===== config.mk =====
export PLATFORM = sky130hd
export DESIGN_NAME = chse_ctrl
export DESIGN_NICKNAME = d
export VERILOG_FILES = /design/src/hdl/chse_pkg.sv /design/src/hdl/chse_ctrl.sv
export SDC_FILE = /design/constraint.sdc
export NUM_CORES = 1
export LEC_CHECK = 0
export BUFFER_PORTS_ARGS = -buffer_cell sky130_fd_sc_hd__buf_2
export CORE_UTILIZATION = 30
export DETAILED_ROUTE_END_ITERATION = 12
export RECOVER_POWER = 25
export SLEW_MARGIN = 20
export SYNTH_ARGS = -nofsm -noshare
export SYNTH_HDL_FRONTEND = slang
export SYNTH_SLANG_ARGS = --single-unit

===== constraint.sdc =====
create_clock -name clk -period 1.26 [get_ports clk]
set_input_delay 0.189 -clock clk [delete_from_list [all_inputs] [get_ports clk]]
set_output_delay 0.189 -clock clk [all_outputs]
set_load 0.01 [all_outputs]

===== src/hdl/chse_pkg.sv =====
`default_nettype none
// ----------------------------------------------------------------------------
// chse_pkg
// Types, constants and control words shared by the chained hash set engine.
// ----------------------------------------------------------------------------
package chse_pkg;

    localparam int DEF_NUM_BUCKETS  = 1024;
    localparam int DEF_POOL_ENTRIES = 4096;
    localparam int DEF_VALUE_WIDTH  = 40;

    localparam int HASH_MULT       = 104729;
    localparam int HASH_MULT_WIDTH = 17;

    localparam int BCOUNT_WIDTH = 11;
    localparam logic [BCOUNT_WIDTH-1:0] BCOUNT_RESET = 11'd1024;

    localparam int OPCODE_WIDTH = 2;
    localparam logic [OPCODE_WIDTH-1:0] OP_ADD   = 2'd0;
    localparam logic [OPCODE_WIDTH-1:0] OP_DEL   = 2'd1;
    localparam logic [OPCODE_WIDTH-1:0] OP_QUERY = 2'd2;

    typedef enum logic [3:0] {
        S_CLEAR,
        S_IDLE,
        S_MOD,
        S_HEAD_RD,
        S_HEAD_LD,
        S_CHK,
        S_CMP,
        S_ACT,
        S_DEL_UNLINK,
        S_DEL_FREE,
        S_ALLOC_RD,
        S_ALLOC_POP,
        S_ADD_FILL,
        S_ADD_LINK,
        S_DONE
    } state_t;

    typedef struct packed {
        logic clr_step;
        logic load_in;
        logic mod_step;
        logic head_rd;
        logic head_ld;
        logic ent_rd;
        logic advance;
        logic del_unlink;
        logic del_free;
        logic alloc_rd;
        logic alloc_pop;
        logic alloc_fresh;
        logic add_fill;
        logic add_link;
        logic res_set;
        logic res_hit;
        logic res_full;
        logic out_load;
    } ctrl_cmd_t;

    typedef struct packed {
        logic [OPCODE_WIDTH-1:0] op;
        logic clr_last;
        logic mod_last;
        logic cur_null;
        logic match;
        logic free_null;
        logic fresh_avail;
        logic out_free;
    } dp_status_t;

endpackage
`default_nettype wire


===== src/hdl/chse_ctrl.sv =====
`default_nettype none
// ----------------------------------------------------------------------------
// chse_ctrl
// Sequencer for clear, hash, chain walk, update and result hand-off.
// ----------------------------------------------------------------------------
module chse_ctrl (
    input  wire logic                 clk,
    input  wire logic                 rst_n,
    input  wire logic                 in_valid,
    input  wire chse_pkg::dp_status_t status,
    output chse_pkg::ctrl_cmd_t       cmd,
    output logic                      in_stall
);

    chse_pkg::state_t state_reg;
    chse_pkg::state_t state_next;

    always_ff @(posedge clk or negedge rst_n)
    begin
        if (!rst_n)
        begin
            state_reg <= chse_pkg::S_CLEAR;
        end
        else
        begin
            state_reg <= state_next;
        end
    end

    always_comb
    begin
        state_next = state_reg;
        case (state_reg)
            chse_pkg::S_CLEAR:
            begin
                if (status.clr_last)
                begin
                    state_next = chse_pkg::S_IDLE;
                end
            end
            chse_pkg::S_IDLE:
            begin
                if (in_valid)
                begin
                    state_next = chse_pkg::S_MOD;
                end
            end
            chse_pkg::S_MOD:
            begin
                if (status.mod_last)
                begin
                    state_next = chse_pkg::S_HEAD_RD;
                end
            end
            chse_pkg::S_HEAD_RD: state_next = chse_pkg::S_HEAD_LD;
            chse_pkg::S_HEAD_LD: state_next = chse_pkg::S_CHK;
            chse_pkg::S_CHK:
            begin
                state_next = status.cur_null ? chse_pkg::S_ACT : chse_pkg::S_CMP;
            end
            chse_pkg::S_CMP:
            begin
                state_next = status.match ? chse_pkg::S_ACT : chse_pkg::S_CHK;
            end
            chse_pkg::S_ACT:
            begin
                state_next = chse_pkg::S_DONE;
                if (status.op == chse_pkg::OP_ADD && status.cur_null)
                begin
                    if (!status.free_null)
                    begin
                        state_next = chse_pkg::S_ALLOC_RD;
                    end
                    else if (status.fresh_avail)
                    begin
                        state_next = chse_pkg::S_ADD_FILL;
                    end
                end
                else if (status.op == chse_pkg::OP_DEL && !status.cur_null)
                begin
                    state_next = chse_pkg::S_DEL_UNLINK;
                end
            end
            chse_pkg::S_DEL_UNLINK: state_next = chse_pkg::S_DEL_FREE;
            chse_pkg::S_DEL_FREE:   state_next = chse_pkg::S_DONE;
            chse_pkg::S_ALLOC_RD:   state_next = chse_pkg::S_ALLOC_POP;
            chse_pkg::S_ALLOC_POP:  state_next = chse_pkg::S_ADD_FILL;
            chse_pkg::S_ADD_FILL:   state_next = chse_pkg::S_ADD_LINK;
            chse_pkg::S_ADD_LINK:   state_next = chse_pkg::S_DONE;
            chse_pkg::S_DONE:
            begin
                if (status.out_free)
                begin
                    state_next = chse_pkg::S_IDLE;
                end
            end
            default: state_next = chse_pkg::S_IDLE;
        endcase
    end

    always_comb
    begin
        cmd      = '0;
        in_stall = 1'b1;
        case (state_reg)
            chse_pkg::S_CLEAR: cmd.clr_step = 1'b1;
            chse_pkg::S_IDLE:
            begin
                in_stall    = 1'b0;
                cmd.load_in = in_valid;
            end
            chse_pkg::S_MOD:     cmd.mod_step = 1'b1;
            chse_pkg::S_HEAD_RD: cmd.head_rd  = 1'b1;
            chse_pkg::S_HEAD_LD: cmd.head_ld  = 1'b1;
            chse_pkg::S_CHK:     cmd.ent_rd   = !status.cur_null;
            chse_pkg::S_CMP:     cmd.advance  = !status.match;
            chse_pkg::S_ACT:
            begin
                cmd.res_set = 1'b1;
                case (status.op)
                    chse_pkg::OP_ADD:
                    begin
                        cmd.alloc_fresh = status.cur_null && status.free_null
                                          && status.fresh_avail;
                        cmd.res_full    = status.cur_null && status.free_null
                                          && !status.fresh_avail;
                    end
                    chse_pkg::OP_QUERY: cmd.res_hit = !status.cur_null;
                    default:            cmd.res_hit = 1'b0;
                endcase
            end
            chse_pkg::S_DEL_UNLINK: cmd.del_unlink = 1'b1;
            chse_pkg::S_DEL_FREE:
            begin
                cmd.del_free = 1'b1;
                cmd.res_set  = 1'b1;
                cmd.res_hit  = 1'b1;
            end
            chse_pkg::S_ALLOC_RD:  cmd.alloc_rd  = 1'b1;
            chse_pkg::S_ALLOC_POP: cmd.alloc_pop = 1'b1;
            chse_pkg::S_ADD_FILL:  cmd.add_fill  = 1'b1;
            chse_pkg::S_ADD_LINK:
            begin
                cmd.add_link = 1'b1;
                cmd.res_set  = 1'b1;
                cmd.res_hit  = 1'b1;
            end
            chse_pkg::S_DONE: cmd.out_load = status.out_free;
            default: cmd = '0;
        endcase
    end

endmodule
`default_nettype wire


# Yosys cells after proc, flatten, opt, wreduce, memory -nomap -nowiden
# Cells that the tools add are included.
classes:
  eq_ne: 20
  muxes: 32
  reduce_logical: 12
ops:
  columns: ["op", "n"]
  rows:
  - ["$pmux W4 S14", 1]
  - ["$eq A4 B4 Y1 const B", 7]
  - ["$mux W1", 21]
  - ["$mux W4", 5]
  - ["$eq A4 B3 Y1 const B", 4]
  - ["$eq A4 B2 Y1 const B", 2]
  - ["$ne A2 B2 Y1 const B", 4]
  - ["$mux W3", 2]
  - ["$logic_and A1 B1 Y1", 5]
  - ["$eq A4 B1 Y1 const B", 1]
  - ["$logic_not A4 Y1", 1]
  - ["$mux W2", 2]
  - ["$pmux W2 S2", 1]
  - ["$reduce_and A4 Y1", 1]
  - ["$logic_not A1 Y1", 3]
  - ["$eq A2 B1 Y1 const B", 1]
  - ["$eq A2 B2 Y1 const B", 1]
  - ["$logic_not A2 Y1", 1]
  - ["$reduce_or A2 Y1", 1]
word_totals:
  regBits: 4
  inputBits: 12
  out_inout_bits: 19
  elab_cells: 65

# Logic depth before layout (Yosys ltp)
# Gate-level depths: netlist (run 1).
depth:
  ltp_word: 5
  ltp_mapped: 5
  depth_no_buf: 4

# Worst setup path before layout (run 1)
# Ideal clock, no wire load.
synth_path:
  path_kind: "register to output"
  start: "reg state_reg[1]"
  end: "out cmd[1] (netlist bit)"
  arrival_time_ps: 1173
  required_ps: 1071
  setup_slack_ps: -102
  path_stages_with_launch: 5
  path_buffers: 2
  cell_sequence: "dfrtp_1 buf_2 buf_4 nand3_1 nor4_1"
synth_rtl:
  columns: ["element", "line_no", "source"]
  rows:
  - ["start, declared", "chse_ctrl.sv:15", "chse_pkg::state_t state_reg;"]
  - ["start signal, assigned", "chse_ctrl.sv:22", "state_reg <= chse_pkg::S_CLEAR;"]
  - ["start signal, assigned", "chse_ctrl.sv:26", "state_reg <= state_next;"]
  - ["end, declared", "chse_ctrl.sv:11", "output chse_pkg::ctrl_cmd_t cmd,"]

==> impl_metrics.py, run 1 <==
metrics = {
    "routing": {
        "drt_iter0_drc": 17,
        "met1Wirelength_microns": 1080,
        "firstDrtPassIters": 4,
        "drt-total-wl_microns": 2460,
        "ant_nets": 0,
        "route.detailed.drc": 0,
        "viasPerCell": 5.55,
        "vias": 861,
        "route.met3.wl_microns": 68,
        "wl_per_cell_microns": 15.9,
        "met2_length_microns": 1270,
        "top_layer_used": "met4",
    },
    "die": {
        "ioPinCount": 31,
        "initial_core_util": 0.328,
        "core_area_sq_um": 1540,
        "rows": 14,
        "die_w_microns": 43.1,
        "die-area_sq_um": 1850,
        "fp.dieH_microns": 43.1,
    },
    "worst_setup_path": {
        "worst-path-max-fanout": 5,
        "slowest_stage": "dfrtp_2",
        "worstSetupStartpointType": "flip-flop",
        "crit_path_end": "cmd[14]",
        "cp_data_arrival_time_ns": 1.39,
        "cp-end-kind": "output pin",
        "cp_top_family": "flip-flops",
        "timing.critical_path.from": "state_reg[3]",
        "critical_path_depth": 4,
        "rr_endpoint": "state_reg[0]",
        "reg2reg_slack_ns": -0.31,
        "critical-path-max-stage-delay_ns": 0.47,
        "crit_buf_inv": 2,
        "cp.required_ns": 1.07,
        "crit_type": "flip-flop to output pin",
        "path_cells": "buf_6, or2_4, nor2_1, buf_2",
        "worstReg2RegStart": "state_reg[3]",
        "reg2regPathDepth": 7,
    },
    "sta": {
        "hold_violations": 0,
        "setup_viol": 21,
        "period_needed_ns": 1.58,
        "fin_crit_sh": 1.25,
        "slew_headroom": 0.823,
        "setup_ws_ns": -0.318,
        "worst_slew_pin_slew_ns": 0.262,
        "clock_skew_ns": 0.00827,
        "max_freq_mhz": 634,
        "maxSlewViolCount": 0,
        "rsz0062_at_grt": "yes",
    },
    "clock_network": {
        "clock-sinks": 4,
        "cts.path.max_buffers": 2,
        "cts_made_buffers": 3,
        "cts_tree": "yes",
        "path_clk_slew_ns": 0.04,
        "root_buffer": "clkbuf_4",
        "htree_levels": 1,
        "clock_latency_ns": 0.25,
    },
    "final_layout": {
        "finalNonFillerCells": 155,
        "num_antenna_cells": 0,
        "area_growth_pct": 132,
        "final_nets": 153,
        "drive_gt1_frac": 0.727,
        "largest_reg_flops": 4,
    },
    "logic_synthesis": {
        "syn_area_sq_um": 505,
        "synth_top_area_frac": 0.198,
        "synth_cell_types": 29,
        "yosys-top-cells-area": "dfrtp_1, nor2_1, nor3_1",
        "synth_seq_area_share": 0.198,
        "synth_warnings": 0,
        "synth_most_common_cell": "nor2_1",
        "synthesis.nets": 89,
        "synth.avg_cell_area_sq_um": 6.56,
        "syn-instance-count": 77,
        "synth_ff_type": "dfrtp_1",
        "yosys.area.top_type": "dfrtp_1",
        "ys_top_cells_by_count": "nor2_1, nand2_1, nor3_1",
        "synth_seq_cells": 4,
        "synth_edf_count": 0,
        "async_reset_ff_frac": 1.00,
    },
    "global_route": {
        "grt_antenna_before_repair": 0,
        "track_usage": 0.211,
        "grt_pass1_wl_microns": 2970,
        "overflow": 0,
        "grt_start_max_net_pins": 9,
        "grt_pass1_vias": 695,
    },
    "power_and_ir_drop": {
        "power.density_nw_per_um2": 2520,
        "finalPower_mw": 2.95,
        "leakage_nw": 0.576,
        "peakVddDrop_mv": 1.83,
    },
    "outcome": {
        "status": "finished, violations left",
        "failed_checks": "setup timing",
    },
    "placement": {
        "place_ws_ns": -0.107,
        "dp.final_hpwl_microns": 1250,
        "placedCellCount": 135,
        "place_congestion": 0.843,
        "io_buffers": 30,
    },
    "run": {
        "cap_violations": 0,
    },
    "hold_path": {
        "hp-class": "input pin to async pin",
    },
}
==> worst min path at each step <==
| stage | slack (ns) | from | to | depth (start not counted) |
|---|---|---|---|---|
| 3_3_place_gp | -0.003 | rst_n | state_reg[1] | 1 |
| 3_5_place_dp | -0.002 | rst_n | state_reg[1] | 1 |
| 4_1_cts | 0.27 | rst_n | state_reg[2] | 2 |
| 5_1_grt | 0.32 | rst_n | state_reg[2] | 2 |
| 2_1_floorplan | -0.11 | rst_n | state_reg[0] | 0 |
| 6_report | 0.29 | rst_n | state_reg[2] | 2 |
==> layout make-up <==
class	count	area, sq um
Sequential cell	4	105
Clock buffer	3	22.5
Multi-Input combinational cell	64	543
Tap cell	16	20.0
Inverter	3	13.8
Timing Repair Buffer	65	467
Fill cell	106	370
==> what timing repair did <==
action | 4_1_cts | 5_1_grt
pin swaps | 10 | 9
setup endpoints to repair | 20 | 22
hold buffers | 1 | 0
setup buffers | 11 | 7
resized for setup | 32 | 22
endpoints found under the hold margin | 4 | 0
==> logic make-up (layout without fill, tap and decap cells) <==
logic type,count (synthesis),count (layout),share of synthesized area
compound gates,17,17,0.228
buf+inv,9,71,0.0940
flops,4,4,0.198
mux,1,1,0.0198
simple gates,46,46,0.460
==> per-layer routing <==
| metal | up-vias | track usage |
|---|---|---|
| li1 | 398 | - |
| met1 | 433 | 0.256 |
| met2 | 24 | 0.370 |
| met3 | 6 | 0.0170 |
| met4 | 0 | 0.103 |
| met5 | - | 0 |
==> worst reg2reg max path, delay by kind of cell (launching register included) <==
kind / cells / cell delay (ns)
buf+inv: 3 / 0.42
simple gates: 1 / 0.25
compound gates: 3 / 0.32
flops: 1 / 0.47
==> metrics by stage <==
step | area [sq um] | TNS, ns | hold slack (ns) | util
floorplan | 541 | 0 | -0.107 | -
finish | 1170 | -4.75 | 0.294 | 0.760
global placement | 806 | -0.334 | -0.00314 | 0.523
global route | 1170 | -5.65 | 0.316 | 0.760
detailed placement | 806 | -0.354 | -0.00206 | 0.523
CTS | 1040 | -3.56 | 0.272 | 0.675
==> power breakdown <==
| part | internal (mW) | switching (mW) |
|---|---|---|
| registers | 0.206 | 0.184 |
| logic | 1.28 | 1.10 |
| clock network | 0.107 | 0.0642 |
==> cell usage in the layout, fill, tap and decap left out, drive strengths merged <==
| master | netlist | final |
|---|---|---|
| nand4b | 1 | 1 |
| inv | 3 | 3 |
| or3b | 1 | 1 |
| o311ai | 1 | 1 |
| dfrtp | 4 | 4 |
| a21oi | 5 | 5 |
| o2111a | 1 | 1 |
| o211ai | 1 | 1 |
| o22ai | 3 | 3 |
| nand2 | 9 | 9 |
| buf | 5 | 63 |
| a32o | 1 | 1 |
| or2 | 1 | 1 |
| nand3b | 2 | 2 |
| a31oi | 1 | 1 |
| and3 | 1 | 1 |
| nor2 | 11 | 11 |
| nor3 | 8 | 8 |
| dlygate4sd3 | 0 | 1 |
| nand3 | 2 | 2 |
| a21o | 1 | 1 |
| mux2i | 1 | 1 |
| clkbuf | 1 | 4 |
| o21a | 2 | 2 |
| o21ai | 1 | 1 |
| nor4 | 2 | 2 |
| nor2b | 3 | 3 |
| nand2b | 5 | 5 |
(Power assumes the default switching activity.)
==> run 2, diff against run 1 <==
CORE_AREA = 2 2 39 41   (was unset)
CORE_UTILIZATION = unset   (was 30)
DIE_AREA = 0 0 41 43   (was unset)
PLACE_DENSITY = 0.72   (was unset)
==> run 2 against run 1 <==
Effect of this change:
- the flow still finishes with violations (setup timing)
- cell area down 5.1%
- worst hold slack better by 0.020 ns
- via count down 2.0%
- critical endpoint is now cmd[17]
- utilization up 4.3 points
- clock skew down 0.0067 ns
- routed wire length down 3.1%
- global-route usage up 3.1 points
- count of clock-buffer cells in the layout unchanged
- register-to-register slack better by 0.14 ns
- final cell count down 1.9%
- flip-flop and latch count unchanged
==> impl_metrics.py, run 2 (same netlist as run 1, synthesis figures left out) <==
metrics = {
    "outcome": {
        "status": "finished, violations left",
        "failed_checks": "setup timing",
    },
    "worst_setup_path": {
        "worst-path-max-fanout": 7,
        "cp-end-kind": "output pin",
        "reg2regPathDepth": 4,
        "crit_type": "flip-flop to output pin",
        "worstSetupStartpointType": "flip-flop",
        "cp_data_arrival_time_ns": 1.40,
        "cp.required_ns": 1.07,
    },
    "final_layout": {
        "final_core_util": 0.803,
        "nFillCells": 90,
        "largest_reg_flops": 4,
        "finalNonFillerCells": 152,
        "mostFrequentLayoutCell": "buf_2",
        "drive_gt1_frac": 0.684,
        "num_antenna_cells": 0,
        "final_nets": 150,
        "area_growth_pct": 120,
        "final_cell_mix": "buf_2, buf_4, buf_6",
        "final_area_sq_um": 1110,
    },
    "die": {
        "fp.dieH_microns": 43,
        "die_w_microns": 41,
        "initial_core_util": 0.365,
        "die-area_sq_um": 1760,
        "ioPinCount": 31,
        "rows": 14,
        "core_area_sq_um": 1380,
    },
    "sta": {
        "rsz0062_at_grt": "yes",
        "clock_skew_ns": 0.00157,
        "hold_slack_ns": 0.314,
        "max_freq_mhz": 630,
        "period_needed_ns": 1.59,
        "hold_violations": 0,
        "maxSlewViolCount": 0,
        "slew_headroom": 0.704,
        "setup_ws_ns": -0.327,
        "fin_crit_sh": 1.26,
        "setup_viol": 21,
        "fin_tns_setup_ns": -4.05,
        "worst_slew_pin_slew_ns": 0.438,
    },
    "placement": {
        "dp.final_hpwl_microns": 1270,
        "io_buffers": 30,
        "placedCellCount": 133,
        "placed_area_sq_um": 791,
        "place_congestion": 0.834,
    },
    "global_route": {
        "grt_pass1_vias": 741,
        "grt_start_max_net_pins": 9,
        "track_usage": 0.242,
        "overflow": 0,
        "grt_antenna_before_repair": 0,
        "grt_pass1_wl_microns": 2970,
    },
    "power_and_ir_drop": {
        "leakage_nw": 0.542,
        "power.density_nw_per_um2": 2490,
        "peakVddDrop_mv": 1.69,
    },
    "clock_network": {
        "clock_latency_ns": 0.24,
        "root_buffer": "clkbuf_4",
        "cts_tree": "yes",
        "path_clk_slew_ns": 0.04,
        "clock-sinks": 4,
        "htree_levels": 1,
        "cts_made_buffers": 3,
        "cts.path.max_buffers": 2,
    },
    "routing": {
        "firstDrtPassIters": 4,
        "vias": 844,
        "wl_per_cell_microns": 15.7,
        "route.detailed.drc": 0,
        "drt-total-wl_microns": 2380,
        "ant_nets": 0,
        "viasPerCell": 5.55,
        "drt_iter0_drc": 13,
    },
    "run": {
        "cap_violations": 0,
    },
    "hold_path": {
        "hp-class": "input pin to async pin",
    },
}
-- run 2: area by class of cell --
type	count	area, sq um	area share
Clock buffer	3	22.5	0.0203
Inverter	3	13.8	0.0124
Multi-Input combinational cell	64	508	0.457
Sequential cell	4	104	0.0935
Tap cell	16	20.0	0.0180
Timing Repair Buffer	62	443	0.399
-- run 2: per-layer routing --
layer / track usage / part of all wire
met1: 0.270 / 0.39
met2: 0.425 / 0.53
met3: 0.0262 / 0.036
met4: 0.107 / 0.041
met5: 0 / 0
-- run 2: timing repair --
item                                    CTS  global route
endpoints found under the setup margin   21            21
pin swaps                                 2            12
gates resized for setup                  25            21
setup buffers                             6             9
hold endpoints to repair                  4             0
hold buffers                              1             0
-- run 2: worst max-delay path, stage by stage (launching register included) --
cell	delay, ns
dfrtp_2	0.44
buf_6	0.15
or2_4	0.28
nor3_2	0.13
buf_2	0.16
-- run 2: power by group --
group | switching (mW) | internal [mW] | total, mW
Combinational | 1.08 | 1.20 | 2.27
Clock | 0.0523 | 0.107 | 0.159
Sequential | 0.125 | 0.204 | 0.330
Total | 1.26 | 1.51 | 2.76
-- run 2: path summary, 6_finish.rpt --
check	startpoint	to	slack, ns
hold reg to reg	state_reg[2]	state_reg[2]	0.73
setup reg to reg	state_reg[1]	state_reg[0]	-0.17
min in group clk	status[0]	state_reg[3]	0.36
hold / removal	rst_n	state_reg[1]	0.31
max in group asynchronous	rst_n	state_reg[3]	0.74
setup / recovery	state_reg[3]	cmd[17]	-0.33
-- run 2: stage by stage --
step                      setup WS, ns  total power [mW]
after floorplan                0.00809              1.10
after global placement         -0.0795              1.61
after detailed placement        -0.126              1.63
after CTS                       -0.297              2.22
after global routing            -0.371              2.92
final                           -0.327              2.76
